===== config.mk =====
export PLATFORM = sky130hd
export DESIGN_NAME = vrls_front
export DESIGN_NICKNAME = d
export VERILOG_FILES = /design/src/rtl/vrls_pkg.sv /design/src/rtl/vrls_front.sv
export SDC_FILE = /design/constraint.sdc
export NUM_CORES = 1
export LEC_CHECK = 0
export BUFFER_PORTS_ARGS = -buffer_cell sky130_fd_sc_hd__buf_2
export CAP_MARGIN = 20
export CORE_ASPECT_RATIO = 1.25
export CORE_MARGIN = 2
export CORE_UTILIZATION = 57
export DETAILED_ROUTE_END_ITERATION = 10
export GPL_TIMING_DRIVEN = 0
export PLACE_DENSITY = 0.95
export SLEW_MARGIN = 30
export SYNTH_ARGS = -nofsm -noshare
export SYNTH_HDL_FRONTEND = slang
export SYNTH_SLANG_ARGS = --single-unit

===== constraint.sdc =====
create_clock -name clk_i -period 3.3 [get_ports clk_i]
set_input_delay 0.33 -clock clk_i [delete_from_list [all_inputs] [get_ports clk_i]]
set_output_delay 0.33 -clock clk_i [all_outputs]
set_load 0.1 [all_outputs]

===== src/rtl/vrls_pkg.sv =====
// ---------------------------------------------------------------------------
// vrls_pkg
// Types and constants shared by the record stack front, back and top level.
// ---------------------------------------------------------------------------
package vrls_pkg;

  localparam int unsigned BYTE_W                   = 8;
  localparam int unsigned LEN_W                    = 7;
  localparam int unsigned DEF_STORE_BYTES          = 4096;
  localparam int unsigned DEF_TRAILER_BYTES        = 4;
  localparam int unsigned DEF_MAX_RECORD_BYTES     = 64;
  localparam int unsigned CMD_DEPTH                = 2;

  typedef enum logic [1:0] {
    OP_PUSH  = 2'd0,
    OP_POP   = 2'd1,
    OP_PEEK  = 2'd2,
    OP_CLEAR = 2'd3
  } op_e;

  typedef enum logic [1:0] {
    ST_OK    = 2'd0,
    ST_EMPTY = 2'd1,
    ST_FULL  = 2'd2
  } status_e;

  typedef enum logic [1:0] {
    S_IDLE,
    S_TRAIL,
    S_TRL,
    S_STREAM
  } bstate_e;

  typedef struct packed {
    op_e               op;
    logic [BYTE_W-1:0] data;
    logic [LEN_W-1:0]  len_c;
    logic [LEN_W-1:0]  want;
    logic              last;
  } cmd_t;

  typedef struct packed {
    logic [BYTE_W-1:0] out_byte;
    logic              has_byte;
    logic              out_last;
    status_e           status;
    logic              is_empty;
  } res_t;

endpackage


===== src/rtl/vrls_front.sv =====
// ---------------------------------------------------------------------------
// vrls_front
// Accepts items, clamps the announced length and queues decoded commands.
// ---------------------------------------------------------------------------
module vrls_front #(
  parameter int unsigned MAX_RECORD_BYTES = vrls_pkg::DEF_MAX_RECORD_BYTES
) (
  input  logic                        clk_i,
  input  logic                        rst_ni,
  input  logic                        push,
  output logic                        full,
  input  logic [1:0]                  op_i,
  input  logic [vrls_pkg::BYTE_W-1:0] data_byte_i,
  input  logic [vrls_pkg::LEN_W-1:0]  record_length_i,
  input  logic                        last_byte_i,
  output vrls_pkg::cmd_t              cmd_o,
  output logic                        cmd_valid_o,
  input  logic                        cmd_ready_i
);

  localparam logic [vrls_pkg::LEN_W-1:0] MaxLen = vrls_pkg::LEN_W'(MAX_RECORD_BYTES);

  vrls_pkg::cmd_t cmd_q [vrls_pkg::CMD_DEPTH];
  vrls_pkg::cmd_t dec;
  logic           wr_ptr_q, rd_ptr_q;
  logic [1:0]     cnt_q;
  logic           wr_en, rd_en;

  // Classify the item and clamp the announced length to 1..max.
  always_comb begin
    dec.op    = vrls_pkg::op_e'(op_i);
    dec.data  = data_byte_i;
    dec.want  = record_length_i;
    dec.last  = last_byte_i;
    if (record_length_i == '0) begin
      dec.len_c = vrls_pkg::LEN_W'(1);
    end else if (record_length_i > MaxLen) begin
      dec.len_c = MaxLen;
    end else begin
      dec.len_c = record_length_i;
    end
  end

  assign full        = (cnt_q == 2'(vrls_pkg::CMD_DEPTH));
  assign cmd_valid_o = (cnt_q != 2'd0);
  assign cmd_o       = cmd_q[rd_ptr_q];
  assign wr_en       = push && !full;
  assign rd_en       = cmd_valid_o && cmd_ready_i;

  always_ff @(posedge clk_i) begin
    if (wr_en) begin
      cmd_q[wr_ptr_q] <= dec;
    end
  end

  always_ff @(posedge clk_i or negedge rst_ni) begin
    if (!rst_ni) begin
      wr_ptr_q <= 1'b0;
      rd_ptr_q <= 1'b0;
      cnt_q    <= 2'd0;
    end else begin
      if (wr_en) wr_ptr_q <= ~wr_ptr_q;
      if (rd_en) rd_ptr_q <= ~rd_ptr_q;
      cnt_q <= cnt_q + 2'(wr_en) - 2'(rd_en);
    end
  end

endmodule


==> metrics.md, run 1 <==
| Metric | Value |
|---|---|
| Status | `complete, but fails checks` |
| Failing checks | `DRC` |
| Cell Area, Placed | `about 2500 µm²` |
| Initial antenna violation count | `0` |
| Maxcap violations | `0` |
| Sequential cell area fraction in the yosys report | `0.747` |
| Synth cell types | `19` |
| Setup Crit Path Kind | `reg2out` |
| Final setup TNS | `0 ns` |
| Crit path from | `rd_ptr_q$_DFFE_PN0P_` |
| Root Buffer Master | `clkbuf_8` |
| Final Cycle Share | `0.587` |
| WP depth | `4` |
| Hold_buf cts | `1` |
| Xor and xnor area share after synthesis | `0.0163` |
| DIE WIDTH | `approximately 59 µm` |
| Hold Path Class | `in2reg` |
| Routed WL per cell | `roughly 16 µm` |
| Die extent in y | `72.6 µm` |
| Synth Area in Compound Gates | `0.00234` |
| Critical path arrival | `1.61 ns` |
| # DRC | `2` |
| Longest Clk Path Bufs | `2` |
| Buf/Inv on CP | `3` |
| Dpl hpwl | `2360 µm` |
| Syn nets | `130` |
| Worst Path Max Fanout | `10` |
| Synth Instances | `about 110` |
| RSZ-0062 raised after global routing | `false` |
| Register clock-pin slew on the reported worst setup and hold paths | `about 0.090 ns` |
| Final #Nets | `187` |
| Hold depth | `1` |
| FF+latch count, synth | `54` |
| Worst r2r path cells | `7` |
| CP startpoint kind | `flip-flop` |
| Skew-Pair Late Insertion Delay | `approximately 0.30 ns` |
| Fin. max-slew vios | `0` |
| Yosys warnings | `0` |
| Worst R2R Start | `cnt_q[1]$_DFF_PN0_` |
| Layout cells sized above 1 | `0.500` |
| Initial drt markers | `32` |
| Synth Cell Area | `2140 µm²` |
| Most frequent cells in the layout | `edfxtp_1, buf_2, mux2_4` |
| H-tree level count | `2` |
| Post-synthesis mux area share | `0.165` |
| Hold Fails Final Rpt | `0` |
| Critical path's slowest cell | `buf_2` |
| Vias per cell | `5.28` |
| Commonest non-fill, non-tap cell in the layout | `edfxtp_1` |
| Critical Path Max Stage Delay | `approximately 0.42 ns` |
| Initial core utilization | `0.605` |
| CP Data Required Time | `2.97 ns` |
| Rows | `24` |
| PostCTS Resize Cnt | `0` |
| Placed cells | `194` |
| Fillers | `229` |
| Final min period | `1.94 ns` |
| Worst Max-Slew Pin Slew | `between 0.5 and 0.6 ns` |
| Worst Setup End Kind | `output port` |
| Via count | `1071` |
| First-pass GRT wire length | `5260 µm` |
| Final RePlAce weighted congestion | `a little under 0.7` |
| Ports | `49` |
| # port buffers | `48` |
| Largest net degree at the start of global routing | `26` |
| Core box area | `~3500 µm²` |
| Full die area | `4270 µm²` |
| GRT Util Overall | `0.173` |
| Fin area | `2570 µm²` |
| # Post-CTS Setup Buffers | `0` |
| Post-DRT Antenna Nets | `0` |
| Area growth from synthesis to layout | `20.1%` |
| Number of global-route vias before repair | `~1.1k` |
| Antenna cells | `0` |
| Synth Area in Simple Gates | `0.0368` |
| Relative slew margins | `0.612` |
| Cell chain of the critical path | `buf_6, buf_6, mux2_4, buf_2` |
| Fraction of the mapped netlist area in adder cells | `0.0117` |
| Top Family by Delay on Critical Path | `buffers and inverters` |
| GRT overflow | `0` |
| Final WL | `3250 µm` |
| Non-Filler Instances | `203` |
| TritonCTS Sinks | `54` |
| Max Freq | `approximately 520 MHz` |
| Final setup skew | `0.00649 ns` |
| Pre-antenna DRT Iters | `7` |
| CTS tree | `done` |
| Hold path startpoint | `data_byte_i[4]` |
| Setup Viol. Count Final | `0` |
| Num CTS Buffers | `5` |
| Largest family of logic cells by synthesized area | `multiplexers` |
| Synthesized area per cell | `20.2 µm²` |
| CP dominant cell by count | `buf_6` |
[layout make-up]
type                       count  area (µm²)  area share
sequential                    54        1600       0.622
clock inverter                 2        12.5     0.00486
timing repair buffer          50         278       0.108
inverter                       2        7.51     0.00292
clock buffer                   6        82.6      0.0321
buffer                         4        37.5      0.0146
tap                           39        48.8      0.0190
multi-input combinational     46         505       0.196
[synth_stat cells]
| master | n | area share |
|---|---|---|
| or2_1 | 1 | 0.0029 |
| inv_1 | 2 | 0.0035 |
| dfrtp_1 | 4 | 0.047 |
| xnor2_1 | 3 | 0.012 |
| xor2_1 | 1 | 0.0041 |
| clkbuf_1 | 1 | 0.0017 |
| nor2_1 | 3 | 0.0053 |
| mux2_1 | 6 | 0.032 |
| nor3_1 | 1 | 0.0023 |
| a21oi_1 | 1 | 0.0023 |
| edfxtp_1 | 50 | 0.70 |
| nor2b_1 | 5 | 0.015 |
| mux2_4 | 19 | 0.13 |
| nand2_1 | 1 | 0.0017 |
| and3_1 | 1 | 0.0029 |
| and2_4 | 1 | 0.0041 |
| ha_1 | 2 | 0.012 |
| nand2b_1 | 1 | 0.0029 |
| buf_6 | 3 | 0.016 |
[routing by layer]
layer | GRT usage | wire length (µm) | up-vias
li1 | - | - | 509
met1 | 0.210 | 1300 | 520
met2 | 0.293 | 1720 | 35
met3 | 0.0499 | 191 | 7
met4 | 0.0606 | 44 | 0
met5 | 0 | 0 | -
[registers in the layout, indices dropped and copies added (netlist names)]
signal and count:
cmd_q 50, cnt_q 2, rd_ptr_q 1, wr_ptr_q 1
[metrics by stage]
| step | setup slack [ns] | hold WS [ns] | util |
|---|---|---|---|
| 5_1_grt | 1.30 | 0.201 | 0.726 |
| 3_3_place_gp | 0.794 | 0.135 | 0.686 |
| 3_5_place_dp | 1.54 | 0.138 | 0.697 |
| 2_1_floorplan | 1.16 | 0.0344 | - |
| 4_1_cts | 1.35 | 0.206 | 0.726 |
| 6_report | 1.36 | 0.214 | 0.726 |
[logic make-up after synthesis]
| logic type | after synthesis |
|---|---|
| AOI/OAI and AO/OA | 1 |
| xor gates and xnor gates | 4 |
| adders and majority gates | 2 |
| buffers and inverters | 6 |
| DFF | 54 |
| muxes | 25 |
| and+or+nand+nor | 14 |
[worst paths after layout]
check,end,slack (ns)
setup / recovery,cmd_o[20],1.36
hold / removal,cmd_q[1][19]$_DFFE_PP_,0.21
setup reg to reg,cnt_q[1]$_DFF_PN0_,1.54
hold reg to reg,cnt_q[1]$_DFF_PN0_,0.54
max in group asynchronous,rd_ptr_q$_DFFE_PN0P_,2.82
min in group asynchronous,cnt_q[1]$_DFF_PN0_,0.36
Power of run 1 is not shown: default switching activity piles up to over one toggle a cycle in this logic, so the estimate is an artifact.
==> run 2: changes to the inputs <==
- CORE_UTILIZATION: 57 -> 47
- PLACE_DENSITY: 0.95 -> 0.85
- clock period: 3.3 -> 1.6 ns (I/O delays scaled with it)
==> metrics.md, run 2 (same netlist as run 1, synthesis figures left out) <==
| Metric | Value |
|---|---|
| Status | `complete, but fails checks` |
| Failing checks | `setup timing` |
| Vias per cell | `~5.0` |
| Worst Path Max Fanout | `8` |
| Initial drt markers | `28` |
| Fillers | `276` |
| Pre-CTS setup slack | `-0.128 ns` |
| Rows | `27` |
| Routed WL per cell | `roughly 18 µm` |
| First-pass GRT wire length | `6200 µm` |
| Final WS setup | `-0.0571 ns` |
| Number of flip-flops in the largest register | `50` |
| Final setup skew | `between 0.006 and 0.007 ns` |
| Via count | `1142` |
| Layout cells sized above 1 | `0.567` |
| CTS tree | `done` |
| Setup Viol. Count Final | `23` |
| Final min period | `~1.7 ns` |
| GRT Util Overall | `0.167` |
| Dpl hpwl | `2360 µm` |
| Post-DRT Antenna Nets | `0` |
| # port buffers | `48` |
| Commonest non-fill, non-tap cell in the layout | `edfxtp_1` |
| Non-Filler Instances | `229` |
| Biggest register | `cmd_q` |
| Hold Fails Final Rpt | `0` |
| Die extent in y | `79.5 µm` |
| Most frequent cells in the layout | `edfxtp_1, buf_12, mux2_4, buf_2` |
| Number of global-route vias before repair | `1220` |
| GRT overflow | `0` |
| # DRC | `0` |
| Root Buffer Master | `clkbuf_8` |
| TritonCTS Sinks | `54` |
| RSZ-0062 raised after global routing | `true` |
| Critical path arrival | `1.50 ns` |
| Hold Path Class | `in2reg` |
| Ports | `49` |
| Skew-Pair Late Insertion Delay | `around 0.30 ns` |
| Largest net degree at the start of global routing | `26` |
| Setup Crit Path Kind | `reg2out` |
| Max Freq | `603 MHz` |
| Initial antenna violation count | `0` |
| Worst Max-Slew Pin Slew | `0.611 ns` |
| Register clock-pin slew on the reported worst setup and hold paths | `0.09 ns` |
| Final #Nets | `194` |
| DIE WIDTH | `64.4 µm` |
| Biggest regs | `cmd_q: 50 flops, cnt_q: 2 flops` |
| Relative slew margins | `0.592` |
| Placed cells | `212` |
| CP startpoint kind | `flip-flop` |
| H-tree level count | `2` |
| Antenna cells | `0` |
| Final WL | `around 4000 µm` |
| Pre-antenna DRT Iters | `4` |
| Num CTS Buffers | `5` |
| Maxcap violations | `0` |
| Full die area | `5120 µm²` |
| Fin. max-slew vios | `0` |
| Core box area | `around 4400 µm²` |
| CP Data Required Time | `1.44 ns` |
| Register area | `1600 µm²` |
| Final RePlAce weighted congestion | `0.670` |
| Final Cycle Share | `1.04` |
| Longest Clk Path Bufs | `2` |
| Multi-input gate area | `564 µm²` |
| Area growth from synthesis to layout | `44.6%` |
| Worst Setup End Kind | `output port` |
| Initial core utilization | `0.488` |
[run 2: what timing repair did]
item,CTS,global route
setup endpoints to repair,48,64
endpoints found under the hold margin,4,0
buffers inserted,5,0
cloned,2,1
gates resized for setup,96,15
hold buffers,1,0
pin swaps,3,0
[run 2: final cells by class]
type	count	share of cell area
Sequential cell	54	0.517
Timing Repair Buffer	56	0.227
Multi-Input combinational cell	47	0.182
Tap cell	58	0.0234
Clock buffer	5	0.0222
Buffer	4	0.0206
Clock inverter	3	0.00525
Inverter	2	0.00242
[run 2: layer usage]
layer,vias to the layer above,GRT usage,part of all wire
li1,525,-,-
met1,568,0.176,0.37
met2,44,0.316,0.57
met3,5,0.0536,0.050
met4,0,0.0447,0.011
met5,-,0,0
[run 2: worst paths after layout]
check	cells after the start	slack, ns	endpoint	startpoint
min in group asynchronous	2	0.19	cnt_q[0]$_DFF_PN0_	rst_ni
max in group asynchronous	2	1.29	rd_ptr_q$_DFFE_PN0P_	rst_ni
max	4	-0.06	cmd_o[11]	rd_ptr_q$_DFFE_PN0P_
min	1	0.05	cmd_q[1][23]$_DFFE_PP_	op_i[0]
max reg2reg	7	-0.05	cnt_q[1]$_DFF_PN0_	cnt_q[1]$_DFF_PN0_
min reg2reg	2	0.61	cnt_q[1]$_DFF_PN0_	cnt_q[1]$_DFF_PN0_
[run 2: stage by stage]
step	instance area, µm²	setup TNS, ns	utilization	hold WS, ns
after floorplan	2170	-2.69	-	-0.136
after global placement	2480	-16.44	0.566	-0.0362
after detailed placement	2490	-3.24	0.567	-0.0311
after CTS	3020	-0.963	0.688	0.0416
after global routing	3100	-3.12	0.706	0.0257
final	3100	-0.805	0.706	0.0465
[run 2: critical path: stages (launching register included)]
cell	delay [ns]
dfrtp_1	0.40
buf_12	0.16
clkbuf_16	0.16
mux2_4	0.31
buf_12	0.17
Power of run 2 is left out for the same reason.
